--- src/design/stl_pkg.sv ---
package stl_pkg;

  localparam int OFFSET_BITS_DEF = 16;
  localparam int QUEUE_DEPTH     = 4;
  localparam int NUM_KEYWORDS    = 10;

  localparam logic [5:0] KIND_NONE     = 6'd0;
  localparam logic [5:0] KIND_NUMBER   = 6'd22;
  localparam logic [5:0] KIND_STRING   = 6'd23;
  localparam logic [5:0] KIND_IDENT    = 6'd24;
  localparam logic [5:0] KIND_KEYWORD0 = 6'd25;
  localparam logic [5:0] KIND_LBRACKET = 6'd35;
  localparam logic [5:0] KIND_RBRACKET = 6'd36;

  localparam logic [1:0] ERR_NONE     = 2'd0;
  localparam logic [1:0] ERR_UNKNOWN  = 2'd1;
  localparam logic [1:0] ERR_UNCLOSED = 2'd2;
  localparam logic [1:0] ERR_OVERFLOW = 2'd3;

  localparam logic [7:0] CHAR_QUOTE      = 8'h22;
  localparam logic [7:0] CHAR_UNDERSCORE = 8'h5f;

  // keywords, big-endian, first character in the highest used byte
  localparam logic [63:0] KEYWORDS [NUM_KEYWORDS] = '{
    64'h0000_0000_0000_6966,  // if
    64'h0000_0000_656c_7365,  // else
    64'h0000_0077_6869_6c65,  // while
    64'h0000_0000_0066_6f72,  // for
    64'h0000_0000_0000_646f,  // do
    64'h0000_0062_7265_616b,  // break
    64'h636f_6e74_696e_7565,  // continue
    64'h0000_7265_7475_726e,  // return
    64'h0000_0000_7472_7565,  // true
    64'h0000_0066_616c_7365   // false
  };

  typedef struct packed {
    logic [5:0]  kind;
    logic [15:0] start;
    logic [15:0] len;
    logic [1:0]  err;
    logic        last;
  } result_t;

  // everything one source word produces
  typedef struct packed {
    logic    two;
    result_t r0;
    result_t r1;
  } entry_t;

  typedef struct packed {
    logic       hit;
    logic [5:0] kind;
  } match_t;

  function automatic match_t punct_match(logic [7:0] b);
    match_t m;
    m.hit = 1'b1;
    unique case (b)
      8'h2b:   m.kind = 6'd0;   // +
      8'h2d:   m.kind = 6'd1;   // -
      8'h2a:   m.kind = 6'd2;   // *
      8'h2f:   m.kind = 6'd3;   // /
      8'h25:   m.kind = 6'd4;   // %
      8'h3d:   m.kind = 6'd5;   // =
      8'h21:   m.kind = 6'd6;   // !
      8'h3c:   m.kind = 6'd7;   // <
      8'h3e:   m.kind = 6'd8;   // >
      8'h26:   m.kind = 6'd9;   // &
      8'h7c:   m.kind = 6'd10;  // |
      8'h5e:   m.kind = 6'd11;  // ^
      8'h7e:   m.kind = 6'd12;  // ~
      8'h3f:   m.kind = 6'd13;  // ?
      8'h2c:   m.kind = 6'd14;  // ,
      8'h3b:   m.kind = 6'd15;  // ;
      8'h3a:   m.kind = 6'd16;  // :
      8'h2e:   m.kind = 6'd17;  // .
      8'h28:   m.kind = 6'd18;  // (
      8'h29:   m.kind = 6'd19;  // )
      8'h7b:   m.kind = 6'd20;  // {
      8'h7d:   m.kind = 6'd21;  // }
      8'h5b:   m.kind = KIND_LBRACKET;
      8'h5d:   m.kind = KIND_RBRACKET;
      default: begin
        m.hit  = 1'b0;
        m.kind = KIND_NONE;
      end
    endcase
    return m;
  endfunction

  function automatic match_t keyword_match(logic [63:0] w);
    match_t m;
    m.hit  = 1'b0;
    m.kind = KIND_IDENT;
    for (int i = 0; i < NUM_KEYWORDS; i++) begin
      if (w == KEYWORDS[i]) begin
        m.hit  = 1'b1;
        m.kind = KIND_KEYWORD0 + 6'(i);
      end
    end
    return m;
  endfunction

endpackage

--- src/design/stl_front.sv ---
module stl_front import stl_pkg::*; #(
  parameter int OFFSET_BITS = OFFSET_BITS_DEF
) (
  input  logic       clk_i,
  input  logic       rst_ni,
  input  logic       in_valid_i,
  output logic       in_stall_o,
  input  logic [7:0] source_byte_i,
  input  logic       end_of_source_i,
  input  logic       q_full_i,
  output logic       q_wr_o,
  output entry_t     q_data_o
);

  localparam logic [2:0] MODE_IDLE         = 3'd0;
  localparam logic [2:0] MODE_NUMBER       = 3'd1;
  localparam logic [2:0] MODE_IDENT        = 3'd2;
  localparam logic [2:0] MODE_STRING       = 3'd3;
  localparam logic [2:0] MODE_ERR_UNKNOWN  = 3'd4;
  localparam logic [2:0] MODE_ERR_UNCLOSED = 3'd5;
  localparam logic [2:0] MODE_ERR_OVERFLOW = 3'd6;

  logic [2:0]             mode_q, mode_d;
  logic [OFFSET_BITS-1:0] ofs_q, ofs_d;
  logic [OFFSET_BITS-1:0] start_q, start_d;
  logic [63:0]            kw_q, kw_d;

  logic                   accept;
  logic [7:0]             b;
  logic                   is_digit, is_alpha, is_space, is_word;
  match_t                 pm, km;
  logic [OFFSET_BITS-1:0] end_ofs, word_len, str_len;
  logic [OFFSET_BITS+15:0] start_ext, word_ext, str_ext, pos_ext;
  result_t                word_res, err_res, new_res;
  logic                   new_valid;
  logic [1:0]             n;
  result_t                r0, r1;

  assign accept     = in_valid_i && !q_full_i;
  assign in_stall_o = q_full_i;
  assign b          = source_byte_i;

  assign is_digit = (b >= 8'h30) && (b <= 8'h39);
  assign is_alpha = ((b >= 8'h61) && (b <= 8'h7a)) || ((b >= 8'h41) && (b <= 8'h5a));
  assign is_space = (b == 8'h20) || ((b >= 8'h09) && (b <= 8'h0d));
  assign is_word  = is_alpha || is_digit || (b == CHAR_UNDERSCORE);
  assign pm       = punct_match(b);
  assign km       = keyword_match(kw_q);

  // a pending word ends at the current offset, whether by a byte or the end marker
  assign end_ofs  = ofs_q;
  assign word_len = end_ofs - start_q;
  assign str_len  = ofs_q - start_q - OFFSET_BITS'(1);

  // low 16 bits of any offset width
  assign start_ext = {16'b0, start_q};
  assign word_ext  = {16'b0, word_len};
  assign str_ext   = {16'b0, str_len};
  assign pos_ext   = {16'b0, ofs_q};

  always_comb begin
    word_res.kind = KIND_NUMBER;
    if (mode_q == MODE_IDENT) begin
      word_res.kind = (km.hit && (word_len <= OFFSET_BITS'(8))) ? km.kind : KIND_IDENT;
    end
    word_res.start = start_ext[15:0];
    word_res.len   = word_ext[15:0];
    word_res.err   = ERR_NONE;
    word_res.last  = 1'b0;
  end

  always_comb begin
    err_res.kind  = KIND_NONE;
    err_res.start = start_ext[15:0];
    err_res.len   = 16'd0;
    err_res.err   = ERR_NONE;
    err_res.last  = 1'b0;
    unique case (mode_q)
      MODE_ERR_UNKNOWN:  err_res.err = ERR_UNKNOWN;
      MODE_ERR_UNCLOSED: err_res.err = ERR_UNCLOSED;
      MODE_ERR_OVERFLOW: err_res.err = ERR_OVERFLOW;
      default:           err_res.err = ERR_NONE;
    endcase
  end

  always_comb begin
    mode_d    = mode_q;
    ofs_d     = ofs_q;
    start_d   = start_q;
    kw_d      = kw_q;
    n         = 2'd0;
    r0        = word_res;
    r1        = word_res;
    new_valid = 1'b0;
    new_res   = word_res;

    if (mode_q >= MODE_ERR_UNKNOWN) begin
      r0 = err_res;
      n  = 2'd1;
    end else if (end_of_source_i) begin
      if (mode_q == MODE_STRING) begin
        mode_d       = MODE_ERR_UNCLOSED;
        r0           = err_res;
        r0.err       = ERR_UNCLOSED;
        n            = 2'd1;
      end else begin
        if ((mode_q == MODE_NUMBER) || (mode_q == MODE_IDENT)) begin
          n = 2'd1;
        end
        mode_d  = MODE_IDLE;
        ofs_d   = '0;
        start_d = '0;
        kw_d    = '0;
      end
    end else if (ofs_q == '1) begin
      mode_d  = MODE_ERR_OVERFLOW;
      start_d = ofs_q;
      r0      = err_res;
      r0.start = pos_ext[15:0];
      r0.err  = ERR_OVERFLOW;
      n       = 2'd1;
    end else begin
      ofs_d = ofs_q + OFFSET_BITS'(1);
      if (mode_q == MODE_STRING) begin
        if (b == CHAR_QUOTE) begin
          r0.kind = KIND_STRING;
          r0.len  = str_ext[15:0];
          mode_d  = MODE_IDLE;
          n       = 2'd1;
        end
      end else if ((mode_q == MODE_NUMBER) && is_digit) begin
        // number continues
      end else if ((mode_q == MODE_IDENT) && is_word) begin
        kw_d = {kw_q[55:0], b};
      end else begin
        if ((mode_q == MODE_NUMBER) || (mode_q == MODE_IDENT)) begin
          n      = 2'd1;
          mode_d = MODE_IDLE;
        end
        new_res.start = pos_ext[15:0];
        new_res.err   = ERR_NONE;
        if (is_space) begin
          // skipped
        end else if (is_digit) begin
          mode_d  = MODE_NUMBER;
          start_d = ofs_q;
        end else if (b == CHAR_QUOTE) begin
          mode_d  = MODE_STRING;
          start_d = ofs_q;
        end else if (is_alpha || (b == CHAR_UNDERSCORE)) begin
          mode_d  = MODE_IDENT;
          start_d = ofs_q;
          kw_d    = {56'b0, b};
        end else if (pm.hit) begin
          new_valid    = 1'b1;
          new_res.kind = pm.kind;
          new_res.len  = 16'd1;
        end else begin
          mode_d       = MODE_ERR_UNKNOWN;
          start_d      = ofs_q;
          new_valid    = 1'b1;
          new_res.kind = KIND_NONE;
          new_res.len  = 16'd0;
          new_res.err  = ERR_UNKNOWN;
        end
        if (new_valid) begin
          if (n == 2'd1) begin
            r1 = new_res;
            n  = 2'd2;
          end else begin
            r0 = new_res;
            n  = 2'd1;
          end
        end
      end
    end

    r0.last = (n == 2'd1);
    r1.last = 1'b1;
  end

  assign q_wr_o        = accept && (n != 2'd0);
  assign q_data_o.two  = (n == 2'd2);
  assign q_data_o.r0   = r0;
  assign q_data_o.r1   = r1;

  always_ff @(posedge clk_i or negedge rst_ni) begin
    if (!rst_ni) begin
      mode_q  <= MODE_IDLE;
      ofs_q   <= '0;
      start_q <= '0;
      kw_q    <= '0;
    end else if (accept) begin
      mode_q  <= mode_d;
      ofs_q   <= ofs_d;
      start_q <= start_d;
      kw_q    <= kw_d;
    end
  end

endmodule

--- src/design/stl_queue.sv ---
module stl_queue import stl_pkg::*; (
  input  logic   clk_i,
  input  logic   rst_ni,
  input  logic   wr_i,
  input  entry_t wr_data_i,
  output logic   full_o,
  input  logic   rd_i,
  output entry_t rd_data_o,
  output logic   empty_o
);

  localparam int PTR_BITS = $clog2(QUEUE_DEPTH);

  entry_t              mem_q [QUEUE_DEPTH];
  logic [PTR_BITS-1:0] wr_ptr_q, rd_ptr_q;
  logic [PTR_BITS:0]   count_q;
  logic                do_wr, do_rd;

  assign full_o    = (count_q == (PTR_BITS+1)'(QUEUE_DEPTH));
  assign empty_o   = (count_q == '0);
  assign do_wr     = wr_i && !full_o;
  assign do_rd     = rd_i && !empty_o;
  assign rd_data_o = mem_q[rd_ptr_q];

  always_ff @(posedge clk_i) begin
    if (do_wr) begin
      mem_q[wr_ptr_q] <= wr_data_i;
    end
  end

  always_ff @(posedge clk_i or negedge rst_ni) begin
    if (!rst_ni) begin
      wr_ptr_q <= '0;
      rd_ptr_q <= '0;
      count_q  <= '0;
    end else begin
      if (do_wr) begin
        wr_ptr_q <= wr_ptr_q + PTR_BITS'(1);
      end
      if (do_rd) begin
        rd_ptr_q <= rd_ptr_q + PTR_BITS'(1);
      end
      if (do_wr && !do_rd) begin
        count_q <= count_q + (PTR_BITS+1)'(1);
      end else if (do_rd && !do_wr) begin
        count_q <= count_q - (PTR_BITS+1)'(1);
      end
    end
  end

endmodule

--- src/design/stl_back.sv ---
module stl_back import stl_pkg::*; (
  input  logic        clk_i,
  input  logic        rst_ni,
  input  logic        q_empty_i,
  input  entry_t      q_data_i,
  output logic        q_rd_o,
  output logic        out_valid_o,
  input  logic        out_stall_i,
  output logic [5:0]  token_kind_o,
  output logic [15:0] start_offset_o,
  output logic [15:0] token_length_o,
  output logic [1:0]  error_code_o,
  output logic        last_of_run_o
);

  entry_t  ent_q;
  logic    have_q, sel_q;
  logic    fire, done, load;
  result_t cur;

  assign fire   = have_q && !out_stall_i;
  // second result pending only when the word produced two
  assign done   = fire && (sel_q || !ent_q.two);
  assign load   = !q_empty_i && (!have_q || done);
  assign q_rd_o = load;

  assign cur            = sel_q ? ent_q.r1 : ent_q.r0;
  assign out_valid_o    = have_q;
  assign token_kind_o   = cur.kind;
  assign start_offset_o = cur.start;
  assign token_length_o = cur.len;
  assign error_code_o   = cur.err;
  assign last_of_run_o  = cur.last;

  always_ff @(posedge clk_i) begin
    if (load) begin
      ent_q <= q_data_i;
    end
  end

  always_ff @(posedge clk_i or negedge rst_ni) begin
    if (!rst_ni) begin
      have_q <= 1'b0;
      sel_q  <= 1'b0;
    end else if (load) begin
      have_q <= 1'b1;
      sel_q  <= 1'b0;
    end else if (done) begin
      have_q <= 1'b0;
      sel_q  <= 1'b0;
    end else if (fire) begin
      sel_q  <= 1'b1;
    end
  end

endmodule

--- src/design/source_token_lexer_core.sv ---
// Channel | Direction | Handshake               | Word
// input   | in        | in_valid_i / in_stall_o | source_byte_i, end_of_source_i
// output  | out       | out_valid_o/out_stall_i | kind, start, length, error, last
//
// One source word is taken per cycle unless the queue is full; its results leave
// one per cycle unless out_stall_i is high. A two-result word holds the output
// stage until both leave; a four-entry queue between the scanner and the output
// register absorbs that and output stalls. in_stall_o rises only when it is full.
// Reset (asynchronous) empties the queue and clears offset, mode and window.
module source_token_lexer_core import stl_pkg::*; #(
  parameter int OFFSET_BITS = OFFSET_BITS_DEF
) (
  input  logic        clk_i,
  input  logic        rst_ni,
  input  logic        in_valid_i,
  output logic        in_stall_o,
  input  logic [7:0]  source_byte_i,
  input  logic        end_of_source_i,
  output logic        out_valid_o,
  input  logic        out_stall_i,
  output logic [5:0]  token_kind_o,
  output logic [15:0] start_offset_o,
  output logic [15:0] token_length_o,
  output logic [1:0]  error_code_o,
  output logic        last_of_run_o
);

  logic   q_full, q_empty, q_wr, q_rd;
  entry_t q_wr_data, q_rd_data;

  stl_front #(
    .OFFSET_BITS(OFFSET_BITS)
  ) u_front (
    .clk_i          (clk_i),
    .rst_ni         (rst_ni),
    .in_valid_i     (in_valid_i),
    .in_stall_o     (in_stall_o),
    .source_byte_i  (source_byte_i),
    .end_of_source_i(end_of_source_i),
    .q_full_i       (q_full),
    .q_wr_o         (q_wr),
    .q_data_o       (q_wr_data)
  );

  stl_queue u_queue (
    .clk_i    (clk_i),
    .rst_ni   (rst_ni),
    .wr_i     (q_wr),
    .wr_data_i(q_wr_data),
    .full_o   (q_full),
    .rd_i     (q_rd),
    .rd_data_o(q_rd_data),
    .empty_o  (q_empty)
  );

  stl_back u_back (
    .clk_i         (clk_i),
    .rst_ni        (rst_ni),
    .q_empty_i     (q_empty),
    .q_data_i      (q_rd_data),
    .q_rd_o        (q_rd),
    .out_valid_o   (out_valid_o),
    .out_stall_i   (out_stall_i),
    .token_kind_o  (token_kind_o),
    .start_offset_o(start_offset_o),
    .token_length_o(token_length_o),
    .error_code_o  (error_code_o),
    .last_of_run_o (last_of_run_o)
  );

endmodule
--- config.mk ---
export PLATFORM = sky130hd
export DESIGN_NAME = source_token_lexer_core
export DESIGN_NICKNAME = d
export VERILOG_FILES = /design/src/design/stl_pkg.sv /design/src/design/stl_front.sv /design/src/design/stl_queue.sv /design/src/design/stl_back.sv /design/src/design/source_token_lexer_core.sv
export SDC_FILE = /design/constraint.sdc
export NUM_CORES = 1
export LEC_CHECK = 0
export ABC_AREA = 1
export BUFFER_PORTS_ARGS = -buffer_cell sky130_fd_sc_hd__buf_2
export CORE_MARGIN = 3
export CORE_UTILIZATION = 45
export DETAILED_ROUTE_END_ITERATION = 10
export GPL_ROUTABILITY_DRIVEN = 0
export SLEW_MARGIN = 0
export SYNTH_ARGS = -nofsm -noshare
export SYNTH_HDL_FRONTEND = slang
export SYNTH_HIERARCHICAL = 1
export SYNTH_SLANG_ARGS = --single-unit
--- constraint.sdc ---
create_clock -name clk_i -period 16.7 [get_ports clk_i]
set_input_delay 2.505 -clock clk_i [delete_from_list [all_inputs] [get_ports clk_i]]
set_output_delay 2.505 -clock clk_i [all_outputs]
set_load 0.01 [all_outputs]
# After elaboration in Yosys (flattened, before gate mapping)

Memories as Yosys holds them, arrays and structs flattened. A register that Yosys moved wholly into a read port is not among the register bits.
Cells that the tools add are included.

Register bits after elaboration: 109
RAM bits: 328
Input port bits: 13
Output and inout port bits: 43
Word-level logic and storage cells: 255
Memories: 1

$add $sub $neg: 7
$lt $le $gt $ge: 10
Equality and inequality tests: 62
Multiplexer cells: 121
Bitwise logic cells: 2
Reductions and logical operators: 42

Memory list:

| name          | depth | width | rd ports | clocked after memory_dff | wr ports | RTL line        | RTL |
|---|---|---|---|---|---|---|---|
| u_queue.mem_q | 4     | 82    | 1        | 1                        | 1        | stl_queue.sv:14 | `entry_t mem_q [QUEUE_DEPTH];` |

Operator list:

| operator                                                        | number |
|---|---|
| two-way mux 41 bit                                              | 17 |
| two-way mux 64 bit                                              | 10 |
| two-way mux 16 bit                                              | 16 |
| == test 64 x 39 -> 1 bit, second input constant                 | 3 |
| == test 8 x 6 -> 1 bit, second input constant                   | 19 |
| one-hot mux 6 bit (23 select lines)                             | 1 |
| == test 64 x 15 -> 1 bit, second input constant                 | 2 |
| == test 64 x 31 -> 1 bit, second input constant                 | 2 |
| two-way mux 18 bit                                              | 4 |
| two-way mux 7 bit                                               | 10 |
| == test 64 x 23 -> 1 bit, second input constant                 | 1 |
| == test 64 x 47 -> 1 bit, second input constant                 | 1 |
| == test 64 x 63 -> 1 bit, second input constant                 | 1 |
| == test 8 x 7 -> 1 bit, second input constant                   | 8 |
| two-way mux 6 bit                                               | 9 |
| two-way mux 3 bit                                               | 16 |
| two-way mux 2 bit                                               | 15 |
| OR reduction 24 bit                                             | 1 |
| two-way mux 1 bit                                               | 22 |
| adder 16 x 1 -> 16 bit, second input constant                   | 1 |
| == test 16 bit, second input constant                           | 1 |
| >= comparator 8 x 7 -> 1 bit, second input constant             | 2 |
| less-or-equal comparator 16 x 4 -> 1 bit, second input constant | 1 |
| less-or-equal comparator 8 x 7 -> 1 bit, second input constant  | 2 |
| other kinds (33)                                                | 79 |

# Depth between registers and ports, before layout

Gate-level depths: netlist of the first run.

Word-level depth: 28
Mapped depth: 24
Gate-level depth less buffers: 24

# By module

Netlist of the first run, hierarchy kept.

By module, submodules not included:

| module    | instances | cells each | area an instance (um^2) | sequential area each (um^2) |
|---|---|---|---|---|
| stl_queue | 1         | 1,029      | 13,509.2                | 10,144.7 |
| stl_front | 1         | 1,511      | 9,034.9                 | 2,477.4 |
| stl_back  | 1         | 231        | 3,159.3                 | 2,542.4 |

# Least setup slack after synthesis of the first run

No wires, ideal clock.

Path kind: input-to-reg
Start: input source_byte_i[4]
End: memory u_queue/mem_q[0][0] in the netlist's numbering (enable)
Data arrival time: 7.848 ns
Data required time: 16.175 ns
Slack: 8.326 ns
Stages on the path: 14
Path buffers: 1
Cell sequence: buf_4 nor3_4 nand2_2 nor2_4 nor3_2 nand2_4 inv_1 ha_1 nand2_1 nand3_1 o21ai_0 a21oi_1 nand2_1 nor2_1

Cells in the longest elaborated chain, start to end: 26
Elaborated cells on any way between the ends: 45
Those cells by class: order compare (8); eq/ne (3); mux (20); reduce/logical (14)

Ends and longest elaborated chain:

| what                                                                                           | RTL line                      | RTL |
|---|---|---|
| start: declaration                                                                             | source_token_lexer_core.sv:17 | `input logic [7:0] source_byte_i,` |
| >= comparator 8 x 7 -> 1 bit / less-or-equal comparator 8 x 7 -> 1 bit (equally long branches) | stl_front.sv:44               | `assign is_alpha = ((b >= 8'h61) && (b <= 8'h7a)) \|\| ((b >= 8'h41) && (b <= 8'h5a));` |
| logical AND 1 bit                                                                              | stl_front.sv:44               |  |
| logical OR 1 bit                                                                               | stl_front.sv:44               |  |
| logical OR 1 bit                                                                               | stl_front.sv:150              | `end else if (is_alpha \|\| (b == CHAR_UNDERSCORE)) begin` |
| two-way mux 1 bit                                                                              | stl_front.sv:150              |  |
| two-way mux 1 bit                                                                              | stl_front.sv:147              | `end else if (b == CHAR_QUOTE) begin` |
| two-way mux 1 bit                                                                              | stl_front.sv:144              | `end else if (is_digit) begin` |
| two-way mux 1 bit                                                                              | stl_front.sv:142              | `if (is_space) begin` |
| [... 11 more ...]                                                                              | --                            |  |
| two-way mux 2 bit (*)                                                                          | stl_front.sv:100              | `end else if (end_of_source_i) begin` |
| two-way mux 2 bit (*)                                                                          | stl_front.sv:97               | `if (mode_q >= MODE_ERR_UNKNOWN) begin` |
| nonzero test 2 bit (*)                                                                         | stl_front.sv:182              | `assign q_wr_o = accept && (n != 2'd0);` |
| logical AND 1 bit (*)                                                                          | stl_front.sv:182              |  |
| via q_wr                                                                                       | source_token_lexer_core.sv:28 | `logic q_full, q_empty, q_wr, q_rd;` |
| logical AND 1 bit (*)                                                                          | stl_queue.sv:21               | `assign do_wr = wr_i && !full_o;` |
| two-way mux 1 bit (*)                                                                          | stl_queue.sv:26               | `if (do_wr) begin` |
| two-way mux 1 bit (implied by the code) (*)                                                    | stl_queue.sv:27               | `mem_q[wr_ptr_q] <= wr_data_i;` |
| end: declaration                                                                               | stl_queue.sv:14               |  |

Mark *: on every way through the listed nets, which the timed path passes. The rest lies on a longest branch. The select of a mux whose other input is x is not followed.

# Worst setup path in the final report of the first run

Start: input source_byte_i[6]
End: memory u_queue/mem_q[0][22] in the netlist's numbering (enable)

The elaborated chain is that of the path after synthesis.

==> impl_metrics.tcl, run 1 <==
set metrics [dict create \
    layout.nets 2836 \
    endpoint_kind "flop" \
    cts-root-buf "clkbuf_16" \
    wirelength_um 60800 \
    place_ws_ns 9.51 \
    hpwl_um 40000 \
    power_w 0.00532 \
    crit_family "simple AND/OR/NAND/NOR gates" \
    holdPathEnd "u_front/kw_q[60]$_DFFE_PN0P_" \
    cap_violations 0 \
    cp_cell_sequence "buf_2 > inv_1 > nand2_2 > nor3_4 > nand2_2 > nor2_4 > nor3_2 > nand2_4 > inv_1 > ha_1 > nand2_1 > nand3_1 > o21ai_0 > a21oi_1 > nand2_1 > nor2_4 > buf_4" \
    cts_buffers 55 \
    clock_sinks 523 \
    cts_resized 0 \
    pwr-share-comb_pct 36.8 \
    clk_pin_slew_worst_paths_ns 0.06 \
    final_util_pct 50.8 \
    grt_use_total_pct 20.2 \
    critPathBufInv 4 \
    finClkSkew_ns 0.0167 \
    cp_slowest_cell "nor2_4" \
    critical_path_required_ns 16.92 \
    syn_area_per_cell_um2 9.28 \
    worstPathArrival_ns 6.81 \
    clk_latency_ns 0.60 \
    hold_path_depth 2 \
    ir_drop_mv 0.141 \
    finalCritPeriodShare_pct 39.4 \
    io_pins 56 \
    syn2layout_area_growth_pct 10.4 \
    grt_pass1_wl_um 96900 \
    async_flop_share_pct 20.7 \
    vias_per_cell 5.28 \
    power.density_cell_area_mw_per_mm2 188 \
    switching_share_pct 39.1 \
    p_int_w 0.00324 \
    htree_levels 2 \
    worstMarginPinSlew_ns 1.21 \
    maxSlewHeadroom_pct 19.3 \
    cpPeakStageDelay_ns 0.93 \
    diodes 0 \
    seq_area_frac_synth_pct 59.0 \
    post_route_cells_drive_above_1_share_pct 8.31 \
    r2r_setup_slack_ns 11.19 \
    die-area_mm2 0.0600 \
    drv_slew 0 \
    startpoint_type "input pin" \
    first_pass_iters 6 \
    num_rows 86 \
    fin_setup_tns_ns 0 \
    route.detailed.drc 0 \
    finalHoldViolCount 0 \
    setup_violations 0 \
    tritoncts "built" \
    clkPwrFrac_pct 23.7 \
    r2r_start "u_front/end_ofs[0]$_DFFE_PN0P_" \
    final_common_cell "nand2_1" \
    grt_max_degree 207 \
    synth_ff_type "edfxtp_1" \
    vias 18950 \
    fin_worst_hold_slack_ns 0.485 \
    cts_hold_buf 0 \
    syn_nets 2810 \
    netlist_instances 2771 \
    syn_area_mm2 0.0257 \
    rsz0062_at_grt "no" \
    yosysWarnings 6 \
    core-area_mm2 0.0558 \
    port_buffers 55 \
    fillers 5008 \
    cts_setup_buffers 0 \
    outcome "complete, no violations" \
    critPathKind "in -> reg" \
    r2r_cells 13 \
    setup_slack_ns 10.11 \
    synth_cell_types 55 \
    synth_seq_cells 523 \
    initial_core_util_pct 46.0 \
    p_leak_nw 12.1 \
    final_cell_mix "nand2_1 (816), inv_1 (415), edfxtp_1 (415)" \
    antenna_found_initial 0 \
    layout_min_cycle_time_ns 6.59 \
    grt-ovfl-total 0 \
    drt_iter0_markers 1412 \
    first_global_vias 18154 \
    postRouteAntennaNets 0 \
    hold_path.class "reg -> reg" \
    die_width_um 245 \
    synth_edf_count 415 \
    die_h_um 245 \
    fmax_mhz 152 \
    clockBufferDepth 3 \
    path_max_fanout 51 \
    power.switching_w 0.00208 \
    routed_wire_length_per_instance_um 17.0 \
    crit-reg2reg-capture "u_queue/mem_q[0][22]$_DFFE_PP_" \
    seq_power_share_pct 39.5 \
    hp-start "u_front/kw_q[60]$_DFFE_PN0P_" \
]
## routing by layer
metal	up-vias	wire length, um	global-route usage (%)
li1	9242	-	-
met1	9045	26600	26.6
met2	553	29400	34.8
met3	110	3260	3.14
met4	0	1590	5.90
met5	-	0	0
## worst register-to-register path: cells and delay by family, from the launching register on
family                     cells  cell delay (ns)
DFF                            1             0.42
buffers and inverters          2             1.06
AOI/OAI and AO/OA              1             0.30
and+or+nand+nor                9             3.01
adders and majority gates      1             0.25
## how the worst max path moves through the flow
stage                                 from                        endpoint  cells past startpoint
after floorplan           source_byte_i[4]   u_queue/mem_q[0][0]$_DFFE_PP_                     14
after global placement    source_byte_i[6]  u_queue/mem_q[0][22]$_DFFE_PP_                     17
after detailed placement  source_byte_i[6]  u_queue/mem_q[0][22]$_DFFE_PP_                     17
after CTS                 source_byte_i[6]  u_queue/mem_q[0][22]$_DFFE_PP_                     17
after global routing      source_byte_i[6]  u_queue/mem_q[0][62]$_DFFE_PP_                     17
final                     source_byte_i[6]  u_queue/mem_q[0][22]$_DFFE_PP_                     17
## cell type report
class,instances,area [um2],area share (%)
clock buffers,67,1470,5.19
clock inverters,33,407,1.43
inverters,428,1620,5.72
multi-input cells,1718,8380,29.5
flip-flops and latches,523,15200,53.4
well taps,748,936,3.30
repair buffers,71,398,1.40
## per-stage QoR
stage | cell area, um2 | cells
5_1_grt | 28400 | 3588
2_1_floorplan | 25700 | 2771
4_1_cts | 28400 | 3588
3_5_place_dp | 26500 | 3488
6_report | 28400 | 3588
3_3_place_gp | 26500 | 3488
## sequential cells by signal, indices dropped and copies added, names as in the netlist
signal / cells
u_front/end_ofs: 16
u_back/out_valid_o: 1
u_back/sel_q: 1
u_queue/mem_q: 332
u_front/start_q: 16
u_queue/wr_ptr_q: 2
u_queue/rd_ptr_q: 2
u_queue/count_q: 3
u_back/ent_q: 83
u_front/mode_q: 3
u_front/kw_q: 64
## cells by family after synthesis
group	share of synthesized area, %
and+or+nand+nor	21.5
buffers and inverters	8.56
DFF	59.0
AOI/OAI and AO/OA	9.42
adders and majority gates	1.32
xor gates and xnor gates	0.204
other	0.0292
## synthesized netlist by cell type (all sizes together) (2+ instances only)
| cell type | number | share of area, % |
|---|---|---|
| o22ai | 4 | 0.097 |
| conb | 2 | 0.029 |
| dfrtp | 108 | 11 |
| clkbuf | 19 | 0.29 |
| buf | 83 | 2.0 |
| nor2 | 257 | 4.2 |
| ha | 24 | 1.2 |
| a21oi | 47 | 0.92 |
| a31oi | 2 | 0.049 |
| a211oi | 3 | 0.088 |
| o221ai | 2 | 0.068 |
| a22oi | 2 | 0.058 |
| nor4 | 4 | 0.16 |
| edfxtp | 415 | 48 |
| inv | 427 | 6.3 |
| o21bai | 2 | 0.058 |
| o211a | 2 | 0.078 |
| o21ai | 125 | 2.5 |
| fa | 2 | 0.16 |
| nor3 | 30 | 0.82 |
| nand3 | 143 | 2.9 |
| nand4 | 34 | 0.85 |
| o211ai | 169 | 4.9 |
| o31ai | 16 | 0.49 |
| xnor2 | 5 | 0.17 |
| nand2 | 835 | 12 |
| nand3b | 3 | 0.088 |
## power groups by stage
stage	combinational, W	clock (W)	sequential [W]
5_1_grt	0.00220	0.00135	0.00213
3_3_place_gp	0.00193	0	0.00212
2_1_floorplan	0.00140	0	0.00210
3_5_place_dp	0.00196	0	0.00213
6_report	0.00196	0.00126	0.00210
4_1_cts	0.00197	0.00129	0.00210
(Power assumes the default switching activity.)
==> inputs of run 2 (changes only) <==
--- a/config.mk
+++ b/config.mk
@@ -5,7 +5,7 @@
 export SDC_FILE = /design/constraint.sdc
 export NUM_CORES = 1
 export LEC_CHECK = 0
-export ABC_AREA = 1
+export ABC_AREA = 0
 export BUFFER_PORTS_ARGS = -buffer_cell sky130_fd_sc_hd__buf_2
 export CORE_MARGIN = 3
 export CORE_UTILIZATION = 45
==> constraint.sdc (replaced) <==
create_clock -name clk_i -period 6.5 [get_ports clk_i]
set_input_delay 0.975 -clock clk_i [delete_from_list [all_inputs] [get_ports clk_i]]
set_output_delay 0.975 -clock clk_i [all_outputs]
set_load 0.01 [all_outputs]
==> impl_metrics.tcl, run 2 <==
set metrics [dict create \
    wirelength_um 53600 \
    startpoint_type "input pin" \
    cts_resized 0 \
    syn_area_per_cell_um2 13.8 \
    fin_setup_tns_ns 0 \
    largest_register_ffs 332 \
    tritoncts "built" \
    synth_cell_types 96 \
    num_rows 84 \
    cts_hold_buf 0 \
    antenna_found_initial 0 \
    cp.depth 13 \
    regMostFlops "u_queue/mem_q" \
    top_regs "u_queue/mem_q: 332 flops, u_back/ent_q: 83 flops, u_front/kw_q: 64 flops" \
    crit_family "simple AND/OR/NAND/NOR gates" \
    post_route_cells_drive_above_1_share_pct 17.9 \
    drv_slew 0 \
    cap_violations 0 \
    drt_iter0_markers 1219 \
    setup_violations 0 \
    grt-ovfl-total 0 \
    route.detailed.drc 0 \
    fin_worst_hold_slack_ns 0.476 \
    synth_most_common_cell "edfxtp_1" \
    clockBufferDepth 3 \
    cts-root-buf "clkbuf_16" \
    yosysWarnings 6 \
    cp_slowest_cell "and2_4" \
    synth_seq_cells 523 \
    endpoint_kind "flop" \
    routed_wire_length_per_instance_um 21.3 \
    first_global_vias 14528 \
    finClkSkew_ns 0.0208 \
    layout.nets 1826 \
    die_width_um 237 \
    netlist_instances 1739 \
    vias 14728 \
    cts_buffers 53 \
    worstMarginPinSlew_ns 1.24 \
    grt_use_total_pct 19.3 \
    p_leak_nw 9.25 \
    synth_common_cells "edfxtp_1 (415), nand2_1 (224), o21ai_0 (127)" \
    seq_area_frac_synth_pct 63.0 \
    cts_setup_buffers 0 \
    async_flop_share_pct 20.7 \
    synth_top_area_share_pct 51.8 \
    outcome "complete, no violations" \
    maxSlewHeadroom_pct 17.4 \
    syn_nets 1778 \
    clock_sinks 523 \
    final_common_cell "edfxtp_1" \
    cpPeakStageDelay_ns 0.69 \
    path_max_fanout 38 \
    critical_path_required_ns 6.81 \
    yosysTopAreaCell "edfxtp_1" \
    core-area_mm2 0.0528 \
    initial_core_util_pct 45.6 \
    htree_levels 2 \
    critPathKind "in -> reg" \
    finalCritPeriodShare_pct 74.8 \
    first_pass_iters 5 \
    die-area_mm2 0.0563 \
    final_cell_mix "edfxtp_1 (415), nand2_1 (224), o21ai_0 (127)" \
    rsz0062_at_grt "no" \
    cp_cell_sequence "buf_2 > or4b_1 > a21o_1 > a2111oi_4 > or3_1 > inv_4 > ha_1 > nand2_1 > a211o_1 > a21oi_1 > nor2b_1 > and2_4 > buf_4" \
    hold_path.class "in -> async" \
    synth_ff_type "edfxtp_1" \
    clk_latency_ns 0.62 \
    fmax_mhz 206 \
    vias_per_cell 5.85 \
    power.density_cell_area_mw_per_mm2 378 \
    finalHoldViolCount 0 \
    grt_max_degree 128 \
    critPathBufInv 3 \
    worstPathArrival_ns 5.17 \
    hpwl_um 36400 \
    syn2layout_area_growth_pct 10.9 \
    io_pins 56 \
    postRouteAntennaNets 0 \
    layout_min_cycle_time_ns 4.86 \
    syn_area_mm2 0.0241 \
    die_h_um 237 \
    power_w 0.0101 \
    r2r_cells 11 \
    grt_pass1_wl_um 85500 \
    synth_edf_count 415 \
    port_buffers 55 \
    ir_drop_mv 0.233 \
    clk_pin_slew_worst_paths_ns 0.06 \
    synth.area.top_cells "edfxtp_1 (52%), dfrtp_1 (11%), mux4_2 (7.8%)" \
]
-- run 2: cell count changes after synthesis, sizes merged, moves of 35 or more --
cell	delta
nand2	-610
inv	-388
nor2	-165
o211ai	-156
nand3	-103
mux4	+83
mux2	+44
buf	-35
-- run 2: layout make-up --
type / instances / area [um2]
Fill cell: 4514 / 26100
Sequential cell: 523 / 15200
Multi-Input combinational cell: 1086 / 8160
Clock buffer: 71 / 1450
Tap cell: 688 / 861
Timing Repair Buffer: 84 / 546
Clock inverter: 27 / 317
Inverter: 39 / 149
Antenna cell: 1 / 2.50
-- run 2: path summary, 6_finish.rpt --
check                                          startpoint                         endpoint  slack [ns]
max                                      source_byte_i[1]   u_queue/mem_q[1][45]$_DFFE_PP_        1.64
min                                                rst_ni     u_front/kw_q[15]$_DFFE_PN0P_        0.48
max reg2reg                u_front/end_ofs[0]$_DFFE_PN0P_   u_queue/mem_q[1][76]$_DFFE_PP_        2.07
min reg2reg                  u_front/kw_q[58]$_DFFE_PN0P_     u_front/kw_q[58]$_DFFE_PN0P_        0.48
max in group asynchronous                          rst_ni  u_front/end_ofs[12]$_DFFE_PN0P_        4.86
min in group clk_i           u_front/kw_q[58]$_DFFE_PN0P_     u_front/kw_q[58]$_DFFE_PN0P_        0.48
-- run 2: cells by family after synthesis --
| kind of cell | count (synthesis) | share of synthesized area (%) |
|---|---|---|
| simple gates | 590 | 12.8 |
| flops | 523 | 63.0 |
| fa+ha+maj | 26 | 1.41 |
| compound gates | 313 | 8.08 |
| other cells | 2 | 0.0312 |
| mux | 127 | 10.4 |
| buf+inv | 130 | 3.19 |
| xor+xnor | 28 | 1.02 |
-- run 2: where the power goes --
part / internal, W / switching [W] / total (W) / leakage, nW
Combinational: 0.00108 / 0.00111 / 0.00219 / 3.17
Clock: 0.00178 / 0.00126 / 0.00304 / 0.850
Sequential: 0.00454 / 0.000302 / 0.00484 / 5.22
Total: 0.00740 / 0.00267 / 0.0101 / 9.25
-- run 2: metrics by stage --
stage	cell area [um2]	util (%)	setup WS, ns	cells
floorplan	24100	-	0.571	1739
detailed placement	24900	47.2	1.01	2420
global placement	24900	47.2	1.11	2420
global route	26700	50.5	1.39	2518
finish	26700	50.5	1.64	2519
CTS	26700	50.5	1.65	2518
-- run 2: layer usage --
metal	track usage [%]	part of all wire (%)	up-vias
met3	3.25	5.5	103
met5	0	0	-
met1	27.2	44	7386
met4	5.88	2.8	0
met2	31.3	48	477
li1	-	-	6762
